===== src/sv/mcmp_pkg.sv =====
// ----------------------------------------------------------------------------
// mcmp_pkg
// Shared types, codes and micro-program ROM of the monitor poller.
// ----------------------------------------------------------------------------
package mcmp_pkg;

   // field widths fixed by the interface
   localparam int REQ_W    = 3;
   localparam int BYTE_W   = 8;
   localparam int TIME_W   = 32;
   localparam int KIND_W   = 2;
   localparam int CH_W     = 3;
   localparam int REG_W    = 6;
   localparam int LEN_W    = 2;
   localparam int BUS_W    = 2;
   localparam int STAT_W   = 2;
   localparam int VBUS_W   = 20;
   localparam int CURR_W   = 20;
   localparam int TEMP_W   = 16;
   localparam int CSR_W    = 16;
   localparam int CSR_IDX_W = 1;
   localparam int STEP_W   = 2;
   localparam int UPC_W    = 4;

   // request codes
   localparam logic [REQ_W-1:0] REQ_START   = 3'd0;
   localparam logic [REQ_W-1:0] REQ_RD_DONE = 3'd1;
   localparam logic [REQ_W-1:0] REQ_RD_FAIL = 3'd2;
   localparam logic [REQ_W-1:0] REQ_TICK    = 3'd3;
   localparam logic [REQ_W-1:0] REQ_COLLECT = 3'd4;

   // command kinds
   localparam logic [KIND_W-1:0] CMD_NONE  = 2'd0;
   localparam logic [KIND_W-1:0] CMD_READ  = 2'd1;
   localparam logic [KIND_W-1:0] CMD_ABORT = 2'd2;

   // reported bus state
   localparam logic [BUS_W-1:0] BUS_IDLE = 2'd0;
   localparam logic [BUS_W-1:0] BUS_BUSY = 2'd1;
   localparam logic [BUS_W-1:0] BUS_DONE = 2'd2;

   // status codes
   localparam logic [STAT_W-1:0] STAT_OK      = 2'd0;
   localparam logic [STAT_W-1:0] STAT_REFUSED = 2'd1;
   localparam logic [STAT_W-1:0] STAT_IGNORED = 2'd2;

   // register indexes
   localparam logic [CSR_IDX_W-1:0] CSR_EXPECTED_ADC = 1'd0;
   localparam logic [CSR_IDX_W-1:0] CSR_TIMEOUT      = 1'd1;

   localparam logic [CSR_W-1:0] TIMEOUT_RESET = 16'd10;

   // sequence steps
   localparam logic [STEP_W-1:0] STEP_ADC  = 2'd0;
   localparam logic [STEP_W-1:0] STEP_VBUS = 2'd1;
   localparam logic [STEP_W-1:0] STEP_CURR = 2'd2;
   localparam logic [STEP_W-1:0] STEP_TEMP = 2'd3;

   typedef enum logic [2:0] {
      POLL_IDLE = 3'b001,
      POLL_BUSY = 3'b010,
      POLL_DONE = 3'b100
   } poll_state_type;

   typedef enum logic [3:0] {
      UOP_NOP,
      UOP_START,
      UOP_STORE,
      UOP_SKIP,
      UOP_ISSUE,
      UOP_TICK,
      UOP_REFUSE,
      UOP_IGNORE,
      UOP_CINIT,
      UOP_CEMIT
   } uop_type;

   typedef enum logic [2:0] {
      COND_NONE,
      COND_ALWAYS,
      COND_BUSY,
      COND_NOT_BUSY,
      COND_NOT_DONE,
      COND_MORE
   } cond_type;

   typedef struct packed {
      uop_type           uop;
      cond_type          cond;
      logic [UPC_W-1:0]  target;
      logic              last;
   } ucw_type;

   // micro-program addresses
   localparam logic [UPC_W-1:0] UA_START  = 4'd0;
   localparam logic [UPC_W-1:0] UA_ISSUE  = 4'd2;
   localparam logic [UPC_W-1:0] UA_REFUSE = 4'd3;
   localparam logic [UPC_W-1:0] UA_IGNORE = 4'd4;
   localparam logic [UPC_W-1:0] UA_RD     = 4'd5;
   localparam logic [UPC_W-1:0] UA_FAIL   = 4'd7;
   localparam logic [UPC_W-1:0] UA_TICK   = 4'd9;
   localparam logic [UPC_W-1:0] UA_COL    = 4'd11;
   localparam logic [UPC_W-1:0] UA_CEMIT  = 4'd13;

   function automatic ucw_type ucode_rom(input logic [UPC_W-1:0] pc);
      ucw_type w;
      w = '{uop: UOP_IGNORE, cond: COND_NONE, target: UA_IGNORE, last: 1'b1};
      case (pc)
         4'd0:  w = '{UOP_NOP,    COND_BUSY,     UA_REFUSE, 1'b0};
         4'd1:  w = '{UOP_START,  COND_NONE,     UA_START,  1'b0};
         4'd2:  w = '{UOP_ISSUE,  COND_NONE,     UA_START,  1'b1};
         4'd3:  w = '{UOP_REFUSE, COND_NONE,     UA_START,  1'b1};
         4'd4:  w = '{UOP_IGNORE, COND_NONE,     UA_START,  1'b1};
         4'd5:  w = '{UOP_NOP,    COND_NOT_BUSY, UA_IGNORE, 1'b0};
         4'd6:  w = '{UOP_STORE,  COND_ALWAYS,   UA_ISSUE,  1'b0};
         4'd7:  w = '{UOP_NOP,    COND_NOT_BUSY, UA_IGNORE, 1'b0};
         4'd8:  w = '{UOP_SKIP,   COND_ALWAYS,   UA_ISSUE,  1'b0};
         4'd9:  w = '{UOP_NOP,    COND_NOT_BUSY, UA_IGNORE, 1'b0};
         4'd10: w = '{UOP_TICK,   COND_NONE,     UA_START,  1'b1};
         4'd11: w = '{UOP_NOP,    COND_NOT_DONE, UA_IGNORE, 1'b0};
         4'd12: w = '{UOP_CINIT,  COND_NONE,     UA_START,  1'b0};
         4'd13: w = '{UOP_CEMIT,  COND_MORE,     UA_CEMIT,  1'b1};
         default: ;
      endcase
      return w;
   endfunction

   function automatic logic [UPC_W-1:0] ucode_entry(input logic [REQ_W-1:0] req);
      logic [UPC_W-1:0] a;
      case (req)
         REQ_START:   a = UA_START;
         REQ_RD_DONE: a = UA_RD;
         REQ_RD_FAIL: a = UA_FAIL;
         REQ_TICK:    a = UA_TICK;
         REQ_COLLECT: a = UA_COL;
         default:     a = UA_IGNORE;
      endcase
      return a;
   endfunction

   function automatic logic uop_emits(input uop_type op);
      return (op == UOP_ISSUE) || (op == UOP_TICK) || (op == UOP_REFUSE) ||
             (op == UOP_IGNORE) || (op == UOP_CEMIT);
   endfunction

   function automatic logic [REG_W-1:0] seq_reg(input logic [STEP_W-1:0] s);
      logic [REG_W-1:0] r;
      case (s)
         STEP_ADC:  r = 6'h01;
         STEP_VBUS: r = 6'h05;
         STEP_CURR: r = 6'h07;
         default:   r = 6'h06;
      endcase
      return r;
   endfunction

   function automatic logic [LEN_W-1:0] seq_len(input logic [STEP_W-1:0] s);
      logic [LEN_W-1:0] n;
      case (s)
         STEP_ADC:  n = 2'd2;
         STEP_VBUS: n = 2'd3;
         STEP_CURR: n = 2'd3;
         default:   n = 2'd2;
      endcase
      return n;
   endfunction

   function automatic logic [BUS_W-1:0] bus_code(input poll_state_type st);
      logic [BUS_W-1:0] c;
      unique case (st)
         POLL_IDLE: c = BUS_IDLE;
         POLL_BUSY: c = BUS_BUSY;
         POLL_DONE: c = BUS_DONE;
         default:   c = BUS_IDLE;
      endcase
      return c;
   endfunction

endpackage


===== src/sv/multi_channel_monitor_poller.sv =====
// ----------------------------------------------------------------------------
// multi_channel_monitor_poller
// Event-driven poller for a row of power-monitor chips, microcoded control.
// ----------------------------------------------------------------------------
// Each event runs a micro-program that writes the result register; collect emits
// one result per channel, one per cycle while the result port does not stall.
// The next transaction is taken the cycle after the program ends.
// A stalled result port holds the sequencer on its next emitting step.
// Reset (synchronous): poller idle, all channel stores zero, timeout 10 ms.
module multi_channel_monitor_poller #(
   parameter int NUM_CHANNELS = 4
) (
   input  logic                                 clock,
   input  logic                                 reset,
   // event channel
   input  logic                                 req_valid,
   output logic                                 req_stall,
   input  logic [mcmp_pkg::REQ_W-1:0]           req_type,
   input  logic [mcmp_pkg::BYTE_W-1:0]          req_byte0,
   input  logic [mcmp_pkg::BYTE_W-1:0]          req_byte1,
   input  logic [mcmp_pkg::BYTE_W-1:0]          req_byte2,
   input  logic [mcmp_pkg::TIME_W-1:0]          req_now_ms,
   // result channel
   output logic                                 rsp_valid,
   input  logic                                 rsp_stall,
   output logic [mcmp_pkg::KIND_W-1:0]          rsp_cmd_kind,
   output logic [mcmp_pkg::CH_W-1:0]            rsp_channel,
   output logic [mcmp_pkg::REG_W-1:0]           rsp_cmd_reg,
   output logic [mcmp_pkg::LEN_W-1:0]           rsp_cmd_len,
   output logic [mcmp_pkg::BUS_W-1:0]           rsp_bus_state,
   output logic [mcmp_pkg::STAT_W-1:0]          rsp_status,
   output logic [mcmp_pkg::VBUS_W-1:0]          rsp_out_vbus,
   output logic signed [mcmp_pkg::CURR_W-1:0]   rsp_out_current,
   output logic signed [mcmp_pkg::TEMP_W-1:0]   rsp_out_dietemp,
   output logic [mcmp_pkg::TIME_W-1:0]          rsp_out_timestamp,
   output logic                                 rsp_out_cfg_ok,
   output logic                                 rsp_out_last,
   // configuration
   input  logic                                 csr_we,
   input  logic [mcmp_pkg::CSR_IDX_W-1:0]       csr_index,
   input  logic [mcmp_pkg::CSR_W-1:0]           csr_wdata
);
   import mcmp_pkg::*;

   // channel counter must reach NUM_CHANNELS (end of cycle marker)
   localparam int CW = $clog2(NUM_CHANNELS + 1);
   localparam int IW = (NUM_CHANNELS > 1) ? $clog2(NUM_CHANNELS) : 1;
   localparam logic [CW-1:0] CH_END   = CW'(NUM_CHANNELS);
   localparam logic [IW-1:0] LAST_IDX = IW'(NUM_CHANNELS - 1);

   typedef struct packed {
      logic [KIND_W-1:0]        kind;
      logic [CH_W-1:0]          channel;
      logic [REG_W-1:0]         cmd_reg;
      logic [LEN_W-1:0]         cmd_len;
      logic [BUS_W-1:0]         bus_state;
      logic [STAT_W-1:0]        status;
      logic [VBUS_W-1:0]        vbus;
      logic [CURR_W-1:0]        current;
      logic [TEMP_W-1:0]        dietemp;
      logic [TIME_W-1:0]        timestamp;
      logic                     cfg_ok;
      logic                     last;
   } rsp_type;

   // configuration registers
   logic [CSR_W-1:0]   expected_adc_ff;
   logic [CSR_W-1:0]   timeout_ff;

   // sequencer
   logic               run_ff, run_in;
   logic [UPC_W-1:0]   upc_ff, upc_in;
   ucw_type            ucw;
   logic               exec;
   logic               cond_hit;

   // latched event
   logic [BYTE_W-1:0]  b0_ff, b1_ff, b2_ff;
   logic [TIME_W-1:0]  now_ff;

   // poller datapath
   poll_state_type     poll_ff, poll_in;
   logic [CW-1:0]      chan_ff, chan_in;
   logic [STEP_W-1:0]  step_ff, step_in;
   logic [TIME_W-1:0]  op_start_ff, op_start_in;
   logic [IW-1:0]      col_idx_ff, col_idx_in;
   logic [IW-1:0]      wr_idx;
   logic [TIME_W-1:0]  elapsed;
   logic               timed_out;
   logic [23:0]        word24;
   logic [15:0]        word16;

   // per-channel stores, one read port (collect index)
   logic [VBUS_W-1:0]  vbus_ff      [NUM_CHANNELS];
   logic [CURR_W-1:0]  current_ff   [NUM_CHANNELS];
   logic [TEMP_W-1:0]  dietemp_ff   [NUM_CHANNELS];
   logic [TIME_W-1:0]  timestamp_ff [NUM_CHANNELS];
   logic               cfg_ok_ff    [NUM_CHANNELS];

   // result register
   logic               rsp_valid_ff, rsp_valid_in;
   rsp_type            rsp_ff, rsp_in;
   logic               out_free;
   logic               emit;

   assign req_stall = run_ff;
   assign out_free  = !rsp_valid_ff || !rsp_stall;
   assign ucw       = ucode_rom(upc_ff);
   assign exec      = run_ff && (!uop_emits(ucw.uop) || out_free);
   assign emit      = exec && uop_emits(ucw.uop);
   assign wr_idx    = chan_ff[IW-1:0];
   assign elapsed   = now_ff - op_start_ff;
   assign timed_out = elapsed > {16'd0, timeout_ff};
   assign word24    = {b0_ff, b1_ff, b2_ff};
   assign word16    = {b0_ff, b1_ff};

   // conditional jump test, on register values before this step's update
   always_comb begin
      case (ucw.cond)
         COND_ALWAYS:   cond_hit = 1'b1;
         COND_BUSY:     cond_hit = (poll_ff == POLL_BUSY);
         COND_NOT_BUSY: cond_hit = (poll_ff != POLL_BUSY);
         COND_NOT_DONE: cond_hit = (poll_ff != POLL_DONE);
         COND_MORE:     cond_hit = (col_idx_ff != LAST_IDX);
         default:       cond_hit = 1'b0;
      endcase
   end

   // sequencer: step counter, jumps and program end
   always_comb begin
      run_in = run_ff;
      upc_in = upc_ff;
      if (!run_ff) begin
         if (req_valid) begin
            run_in = 1'b1;
            upc_in = ucode_entry(req_type);
         end
      end else if (exec) begin
         if (cond_hit) begin
            upc_in = ucw.target;
         end else if (ucw.last) begin
            run_in = 1'b0;
         end else begin
            upc_in = upc_ff + UPC_W'(1);
         end
      end
   end

   // datapath driven by the control word
   always_comb begin
      poll_in     = poll_ff;
      chan_in     = chan_ff;
      step_in     = step_ff;
      op_start_in = op_start_ff;
      col_idx_in  = col_idx_ff;
      if (exec) begin
         case (ucw.uop)
            UOP_START: begin
               chan_in = '0;
               step_in = STEP_ADC;
               poll_in = POLL_BUSY;
            end
            UOP_STORE: begin
               step_in = step_ff + STEP_W'(1);
               if (step_ff == STEP_TEMP) begin
                  chan_in = chan_ff + CW'(1);
               end
            end
            UOP_SKIP: begin
               step_in = STEP_ADC;
               chan_in = chan_ff + CW'(1);
            end
            UOP_ISSUE: begin
               if (chan_ff >= CH_END) begin
                  poll_in = POLL_DONE;
               end else begin
                  op_start_in = now_ff;
               end
            end
            UOP_TICK: begin
               if (timed_out) begin
                  poll_in = POLL_IDLE;
               end
            end
            UOP_CINIT: begin
               poll_in    = POLL_IDLE;
               col_idx_in = '0;
            end
            UOP_CEMIT: begin
               col_idx_in = col_idx_ff + IW'(1);
            end
            default: ;
         endcase
      end
   end

   // result assembly; bus_state reports the state after the event
   always_comb begin
      rsp_in           = '0;
      rsp_in.bus_state = bus_code(poll_in);
      rsp_in.last      = 1'b1;
      case (ucw.uop)
         UOP_ISSUE: begin
            if (chan_ff < CH_END) begin
               rsp_in.kind    = CMD_READ;
               rsp_in.channel = CH_W'(chan_ff);
               rsp_in.cmd_reg = seq_reg(step_ff);
               rsp_in.cmd_len = seq_len(step_ff);
            end
         end
         UOP_TICK: begin
            if (timed_out) begin
               rsp_in.kind    = CMD_ABORT;
               rsp_in.channel = CH_W'(chan_ff);
            end
         end
         UOP_REFUSE: rsp_in.status = STAT_REFUSED;
         UOP_IGNORE: rsp_in.status = STAT_IGNORED;
         UOP_CEMIT: begin
            rsp_in.channel   = CH_W'(col_idx_ff);
            rsp_in.vbus      = vbus_ff[col_idx_ff];
            rsp_in.current   = current_ff[col_idx_ff];
            rsp_in.dietemp   = dietemp_ff[col_idx_ff];
            rsp_in.timestamp = timestamp_ff[col_idx_ff];
            rsp_in.cfg_ok    = cfg_ok_ff[col_idx_ff];
            rsp_in.last      = (col_idx_ff == LAST_IDX);
         end
         default: ;
      endcase
   end

   always_comb begin
      rsp_valid_in = rsp_valid_ff;
      if (emit) begin
         rsp_valid_in = 1'b1;
      end else if (rsp_valid_ff && !rsp_stall) begin
         rsp_valid_in = 1'b0;
      end
   end

   // control state
   always_ff @(posedge clock) begin
      if (reset) begin
         run_ff       <= 1'b0;
         upc_ff       <= '0;
         poll_ff      <= POLL_IDLE;
         chan_ff      <= '0;
         step_ff      <= '0;
         op_start_ff  <= '0;
         col_idx_ff   <= '0;
         rsp_valid_ff <= 1'b0;
      end else begin
         run_ff       <= run_in;
         upc_ff       <= upc_in;
         poll_ff      <= poll_in;
         chan_ff      <= chan_in;
         step_ff      <= step_in;
         op_start_ff  <= op_start_in;
         col_idx_ff   <= col_idx_in;
         rsp_valid_ff <= rsp_valid_in;
      end
   end

   // configuration writes
   always_ff @(posedge clock) begin
      if (reset) begin
         expected_adc_ff <= '0;
         timeout_ff      <= TIMEOUT_RESET;
      end else if (csr_we) begin
         case (csr_index)
            CSR_EXPECTED_ADC: expected_adc_ff <= csr_wdata;
            CSR_TIMEOUT:      timeout_ff      <= csr_wdata;
            default: ;
         endcase
      end
   end

   // event latch and result payload
   always_ff @(posedge clock) begin
      if (!run_ff && req_valid) begin
         b0_ff  <= req_byte0;
         b1_ff  <= req_byte1;
         b2_ff  <= req_byte2;
         now_ff <= req_now_ms;
      end
      if (emit) begin
         rsp_ff <= rsp_in;
      end
   end

   // channel stores: parse received bytes by sequence step
   always_ff @(posedge clock) begin
      if (reset) begin
         for (int i = 0; i < NUM_CHANNELS; i++) begin
            vbus_ff[i]      <= '0;
            current_ff[i]   <= '0;
            dietemp_ff[i]   <= '0;
            timestamp_ff[i] <= '0;
            cfg_ok_ff[i]    <= 1'b0;
         end
      end else if (exec && ucw.uop == UOP_STORE) begin
         case (step_ff)
            STEP_ADC:  cfg_ok_ff[wr_idx]  <= (word16 == expected_adc_ff);
            STEP_VBUS: vbus_ff[wr_idx]    <= word24[23:4];
            STEP_CURR: current_ff[wr_idx] <= word24[23:4];
            default: begin
               dietemp_ff[wr_idx]   <= word16;
               timestamp_ff[wr_idx] <= now_ff;
            end
         endcase
      end
   end

   assign rsp_valid         = rsp_valid_ff;
   assign rsp_cmd_kind      = rsp_ff.kind;
   assign rsp_channel       = rsp_ff.channel;
   assign rsp_cmd_reg       = rsp_ff.cmd_reg;
   assign rsp_cmd_len       = rsp_ff.cmd_len;
   assign rsp_bus_state     = rsp_ff.bus_state;
   assign rsp_status        = rsp_ff.status;
   assign rsp_out_vbus      = rsp_ff.vbus;
   assign rsp_out_current   = rsp_ff.current;
   assign rsp_out_dietemp   = rsp_ff.dietemp;
   assign rsp_out_timestamp = rsp_ff.timestamp;
   assign rsp_out_cfg_ok    = rsp_ff.cfg_ok;
   assign rsp_out_last      = rsp_ff.last;

endmodule

===== config.mk =====
export PLATFORM = sky130hd
export DESIGN_NAME = multi_channel_monitor_poller
export DESIGN_NICKNAME = d
export VERILOG_FILES = /design/src/sv/mcmp_pkg.sv /design/src/sv/multi_channel_monitor_poller.sv
export SDC_FILE = /design/constraint.sdc
export NUM_CORES = 1
export LEC_CHECK = 0
export BUFFER_PORTS_ARGS = -buffer_cell sky130_fd_sc_hd__buf_2
export CELL_PAD_IN_SITES_DETAIL_PLACEMENT = 0
export CELL_PAD_IN_SITES_GLOBAL_PLACEMENT = 1
export CORE_ASPECT_RATIO = 1.75
export CORE_MARGIN = 3
export CORE_UTILIZATION = 30
export CTS_BUF_LIST = sky130_fd_sc_hd__clkbuf_16
export CTS_CLUSTER_DIAMETER = 80
export DETAILED_ROUTE_END_ITERATION = 8
export PLACE_DENSITY = 0.66
export RECOVER_POWER = 100
export SYNTH_ARGS = -nofsm -noshare
export SYNTH_HDL_FRONTEND = slang
export SYNTH_SLANG_ARGS = --single-unit
export TNS_END_PERCENT = 50

===== constraint.sdc =====
create_clock -name clock -period 7.45 [get_ports clock]
set_clock_uncertainty 0.1 [all_clocks]
set_input_delay 1.8625 -clock clock [delete_from_list [all_inputs] [get_ports clock]]
set_output_delay 1.8625 -clock clock [all_outputs]
set_load 0.05 [all_outputs]

## Word level (Yosys, flattened, before mapping)

Memories as Yosys holds them, arrays and structs flattened. A register that Yosys moved wholly into a read port is not among the register bits.
Index checks and enable logic that the tools add are counted.

| word-level totals | value |
|---|---|
| bits in registers | 154 |
| RAM bits | 356 |
| input port bits | 81 |
| output and inout port bits | 109 |
| logic and storage cells | 190 |
| memories | 5 |

| operators by class | value |
|---|---|
| add/sub/neg operators | 5 |
| order comparisons | 3 |
| equal/unequal tests | 45 |
| mux-type cells | 64 |
| bitwise operators | 2 |
| reductions and logical operators | 45 |

Memory list:

| memory | depth | bits a word | rd ports | clocked after memory_dff | write ports | RTL line | RTL |
|---|---|---|---|---|---|---|---|
| timestamp_ff | 4 | 32 | 1 | 1 | 4 | multi_channel_monitor_poller.sv:97 | `logic [TIME_W-1:0] timestamp_ff [NUM_CHANNELS];` |
| current_ff | 4 | 20 | 1 | 1 | 4 | multi_channel_monitor_poller.sv:95 | `logic [CURR_W-1:0] current_ff [NUM_CHANNELS];` |
| vbus_ff | 4 | 20 | 1 | 1 | 4 | multi_channel_monitor_poller.sv:94 | `logic [VBUS_W-1:0] vbus_ff [NUM_CHANNELS];` |
| dietemp_ff | 4 | 16 | 1 | 1 | 4 | multi_channel_monitor_poller.sv:96 | `logic [TEMP_W-1:0] dietemp_ff [NUM_CHANNELS];` |
| cfg_ok_ff | 4 | 1 | 1 | 1 | 4 | multi_channel_monitor_poller.sv:98 | `logic cfg_ok_ff [NUM_CHANNELS];` |

Operators with widths:

| operator | number |
|---|---|
| $pmux 12 s12 | 1 |
| $mux 20 | 2 |
| $reduce_or 20->1 | 2 |
| $eq 4x3->1 const B | 8 |
| $eq 4x4->1 const B | 8 |
| $gt 32x16->1 | 1 |
| $mux 1 | 32 |
| $mux 32 | 1 |
| $reduce_or 32->1 | 1 |
| $sub 32x32->32 | 1 |
| $pmux 3 s3 | 3 |
| $mux 4 | 5 |
| $pmux 2 s2 | 5 |
| $pmux 4 s5 | 1 |
| $eq 3x2->1 const B | 6 |
| $eq 16x16->1 | 1 |
| $eq 4x2->1 const B | 4 |
| $mux 16 | 1 |
| $reduce_or 16->1 | 1 |
| $eq 3x3->1 const B | 4 |
| $mux 12 | 1 |
| $mux 3 | 4 |
| $pmux 3 s4 | 1 |
| $mux 2 | 5 |
| 29 further kinds | 65 |

## Logic depth before layout (Yosys ltp)

| depth | value |
|---|---|
| word-level depth | 17 |
| depth in mapped cells | 21 |
| depth with buffers taken out | 20 |

## Worst setup path after synthesis

OpenSTA, ideal clock, no wires.

| timing | value |
|---|---|
| path type | input -> register |
| from | input rsp_stall |
| to | register rsp_ff (netlist bit rsp_bus_state[0]), enable pin |
| setup time | 0.570 ns |
| arrival | 6.534 ns |
| required time | 6.780 ns |
| path slack | 0.246 ns |
| stages on the path | 3 |
| path buffers | 0 |
| cells stage by stage | nand2_1 o21ai_0 nor2_1 |

| between the ends | value |
|---|---|
| cells in the longest elaborated chain, start to end | 5 |

Ends and longest elaborated chain:

| element | RTL line | RTL |
|---|---|---|
| from (decl) | multi_channel_monitor_poller.sv:25 | `input logic rsp_stall,` |
| $logic_not 1->1 | multi_channel_monitor_poller.sv:107 | `assign out_free = !rsp_valid_ff \|\| !rsp_stall;` |
| $logic_or 1x1->1 | multi_channel_monitor_poller.sv:107 |  |
| $logic_or 1x1->1 | multi_channel_monitor_poller.sv:109 | `assign exec = run_ff && (!uop_emits(ucw.uop) \|\| out_free);` |
| $logic_and 1x1->1 | multi_channel_monitor_poller.sv:109 |  |
| $logic_and 1x1->1 | multi_channel_monitor_poller.sv:110 | `assign emit = exec && uop_emits(ucw.uop);` |
| net emit | multi_channel_monitor_poller.sv:104 | `logic emit;` |
| to (signal assigned) | multi_channel_monitor_poller.sv:287 | `rsp_ff <= rsp_in;` |
| to (decl) | multi_channel_monitor_poller.sv:102 | `rsp_type rsp_ff, rsp_in;` |

The timed path passes the listed nets, and every way through them passes these cells.
A chain may end at the register's enable or synchronous reset.

==> results.txt <==
----------------------------------------------------
[Synth]
  Synth area leaders ... edfxtp_1 (56%), mux4_2 (7.3%), and2_1 (6.1%)
  Sequential element share of the synthesized area ... 0.620
  Fraction of synthesis flops using an asynchronous set or reset pin ... 0
  XOR/XNOR share of the synthesized area ... 0.0131
  Proportion of synthesized area in mux cells ... 0.0752
  Mapped cell area ... 27,400 um^2
  Synthesized-area fraction occupied by adder cells ... 0.0272
  Synthesis warning total ... 0
  Post-synthesis cell count ... between 2,000 and 2,500
  Simple-gate share of the synthesized area ... 0.167
  Cell accounting for the most synthesized area ... edfxtp_1
  Synthesized-area fraction occupied by ao, oa, aoi and oai cells ... 0.0632
  Count of flip-flops with a built-in enable after synthesis ... 512
  Number of unique standard cell types used by synthesis ... just over 80
  Most frequently used flop master after synthesis ... edfxtp_1
  Area share of the largest cell type after synthesis ... 0.562
  Combinational family with the most area after synthesis ... simple AND/OR/NAND/NOR gates
  Post-synthesis average cell area ... around 13 um^2
  Flip-flop and latch count after synthesis ... ~590

[Setup path]
  Setup Crit Path Kind ... reg -> reg
  Biggest cell delay along the critical path ... around 1.1 ns
  Endpoint kind of the worst setup timing path ... register
  Crit Reg-Reg Endpoint ... vbus_ff[0][16]$_SDFFCE_PN0P_
  Critical Path Start Type ... register
  Cell seen most often among critical-path stages ... clkbuf_1
  Top fanout value on the critical path ... 43
  Worst Reg-to-Reg Cells ... 13
  Crit-path cells ... inv_1 -> ha_1 -> nor2b_1 -> o21ai_0 -> a21oi_1 -> a211oi_1 -> o2111ai_1 -> or2_0 -> nor2_4 -> clkbuf_1 -> and2_0 -> clkbuf_1 -> and3_1
  Launch instance of the worst register-to-register path ... upc_ff[0]$_SDFFE_PP0P_
  Required time at the endpoint of the critical path ... 7.82 ns
  Slowest-stage cell, CP ... clkbuf_1
  Worst R2R Setup Slack ... around 1.1 ns
  WP data arrival ... about 6.8 ns

[Die]
  Die Outline Area ... approximately 95,000 um^2
  Number of placement rows ... around 150
  Die H ... slightly above 400 um
  Top-level I/O count ... between 150 and 200
  Horizontal die dimension ... between 200 and 250 um
  Initial core utilization ... 0.303
  Core ar. ... around 90,000 um^2

[STA]
  Number of hold-slack violations in the final timing report ... 0
  Max-slew headroom at the worst pin ... -1.64
  Count of pins over their slew limit ... 479
  Worst-case setup margin in the final layout ... 1.07 ns
  Final setup violation count ... 0
  Slew at the pin closest to its max-slew limit ... around 4.0 ns
  Crit path time final ... 6.38 ns
  Total negative slack for setup checks ... 0 ns
  Worst-case hold slack ... roughly 0.35 ns
  RSZ-0062 raised after global routing ... no
  Fmax ... 0.157 GHz
  Share of the clock period used by the worst path ... 0.857

[Final layout]
  Fraction of layout cells with a size suffix above 1 ... 0.129
  Number of nets in the layout ... roughly 2,400
  Biggest register ... timestamp_ff
  Layout-stage area growth over the synthesis result ... 13.3%
  Registers with the most flip-flops ... timestamp_ff: 128 flops, current_ff: 80 flops, vbus_ff: 80 flops
  Flip-flop count of the largest register after layout ... about 130

[Clock tree]
  Clock-pin slew on the worst setup and hold paths ... roughly 0.070 ns
  H-tree levels ... 2
  Number of buffers on the longest clock path ... 3
  Number of CTS-inserted buffers ... 58
  Post-CTS Setup Inserts ... 0
  Clock sink total ... roughly 590
  Clock network latency to the later pin of the worst-skew pair ... ~0.63 ns
  Cell chosen for the clock root ... clkbuf_16
  Post-CTS sizing ... 0
  Clock tree from TritonCTS ... done
  Total of hold buffers inserted after clock tree synthesis ... 0

[Detailed routing]
  Residual antenna-violating net count after detailed routing ... 0
  Routed wire per std cell ... around 23 um
  Detailed-route wire length ... roughly 78 mm
  Detailed-route via count ... between 15,000 and 20,000
  Initial DRC count ... approximately 1,100
  Drt via density ... 4.95
  Remaining DRCs ... 0
  Number of iterations in the first detailed-routing pass ... 5

[Power and ir drop]
  Worst IR drop on VDD ... 0.000193 V
  Power density over cell area ... ~270 nW/um^2
  Overall power consumption ... roughly 8.4 mW
  Static Leakage ... 11.2 nW

[Global routing]
  Wire length of the first global-routing pass ... between 100 and 150 mm
  Antenna violations before repair ... 6
  Pin count of the biggest net entering global routing ... just over 90
  Total global routing overflow ... 0
  Number of global-route vias before repair ... 17,812
  Global Route Usage Sum ... 0.163

[Hold path]
  Cell depth of the worst min-delay path ... 2
  Path type of the worst min-delay path ... reg -> reg
  Worst Min Path Start ... op_start_ff[30]$_SDFFE_PP0P_
  End point of the most critical hold path ... op_start_ff[30]$_SDFFE_PP0P_

[Placed design]
  Setup WS pre-CTS ... ~1.7 ns
  Number of port buffers ... 182
  RePlAce Congestion ... between 0.9 and 1
  Placed wire-length estimate ... approximately 53 mm

[Flow run]
  Number of max-cap violations ... 12

[Run status]
  Violations in the final reports ... max-capacitance violations, max-slew violations
  Outcome ... complete, but fails checks

----------------------------------------------------
## worst max-delay path by stage
stage | slack [ns] | to | start
6_report | 1.07 | vbus_ff[0][16]$_SDFFCE_PN0P_ | upc_ff[0]$_SDFFE_PP0P_
5_1_grt | 0.66 | rsp_bus_state[1]$_DFFE_PP_ | now_ff[0]$_DFFE_PP_
4_1_cts | 1.63 | rsp_bus_state[1]$_DFFE_PP_ | now_ff[4]$_DFFE_PP_
3_5_place_dp | 1.67 | rsp_bus_state[1]$_DFFE_PP_ | now_ff[0]$_DFFE_PP_
3_3_place_gp | 1.68 | rsp_channel[1]$_DFFE_PP_ | now_ff[0]$_DFFE_PP_
2_1_floorplan | 0.25 | rsp_bus_state[0]$_DFFE_PP_ | rsp_stall
## routing by layer
metal  vias to the layer above  global-route usage  part of all wire
met3                       158              0.0196             0.040
met1                      8546               0.177              0.36
li1                       7930                   -                 -
met4                         2              0.0873             0.056
met2                       479               0.303              0.54
met5                         -                   0           0.00017
## stage by stage
step,utilization,instances,instance area [um^2]
3_3_place_gp,0.325,3348,29400
3_5_place_dp,0.325,3348,29400
4_1_cts,0.346,3457,31300
2_1_floorplan,-,2112,27400
5_1_grt,0.343,3459,31000
6_report,0.343,3461,31000
## worst max-delay path: cells and delay by family, from the launching register on
kind	cells	cell delay (ns)
AO/OA/AOI/OAI	4	1.43
adder cells (fa/ha/maj)	1	0.36
buffers and inverters	3	1.89
flip-flops	1	0.36
AND/OR/NAND/NOR	5	2.05
## cells by family (layout without fill, tap and decap cells)
logic type                 Yosys count  in the layout
other                                1              7
adders and majority gates           59             59
buffers and inverters              229            390
xor gates and xnor gates            41             41
muxes                               94             94
DFF                                592            592
and+or+nand+nor                    822            822
AOI/OAI and AO/OA                  272            272
## synth_stat cells, drive strengths merged (9+ instances only)
| library cell | instances |
|---|---|
| or3 | 10 |
| clkbuf | 132 |
| or2 | 15 |
| mux4 | 89 |
| o21ai | 36 |
| a21o | 21 |
| inv | 70 |
| xnor2 | 19 |
| a21oi | 127 |
| nor3 | 18 |
| o21a | 13 |
| dfxtp | 80 |
| nor2 | 77 |
| and2 | 269 |
| nor2b | 9 |
| xor2 | 22 |
| nand3 | 17 |
| ha | 58 |
| edfxtp | 512 |
| nand4 | 15 |
| nand2b | 9 |
| and3 | 182 |
| buf | 27 |
| nand2 | 178 |
| a211oi | 14 |
## cell type report
class | instances | area (um^2)
Fill cell | 8896 | 59400
Sequential cell | 592 | 17000
Multi-Input combinational cell | 1291 | 9460
Tap cell | 1184 | 1480
Clock buffer | 59 | 1480
Timing Repair Buffer | 211 | 911
Clock inverter | 50 | 450
Inverter | 70 | 263
Antenna cell | 4 | 10.0
## power breakdown
group | internal, mW | leakage (nW) | total, mW | switching [mW]
clock network | 1.66 | 0.995 | 2.99 | 1.33
registers | 3.85 | 5.73 | 4.00 | 0.151
logic | 0.349 | 4.46 | 1.39 | 1.04
## cell usage in the layout (no fill, tap or decap), types with 58 or more instances in the layout
cell type  count
ha_1          58
and2_1       111
clkbuf_16     59
clkbuf_1     138
nand2_1      178
and3_1       180
dfxtp_1       78
and2_0       158
mux4_2        89
nor2_1        72
inv_1         82
a21oi_1      123
buf_2         59
edfxtp_1     512
Note: power is estimated with default switching activity, not from simulation.
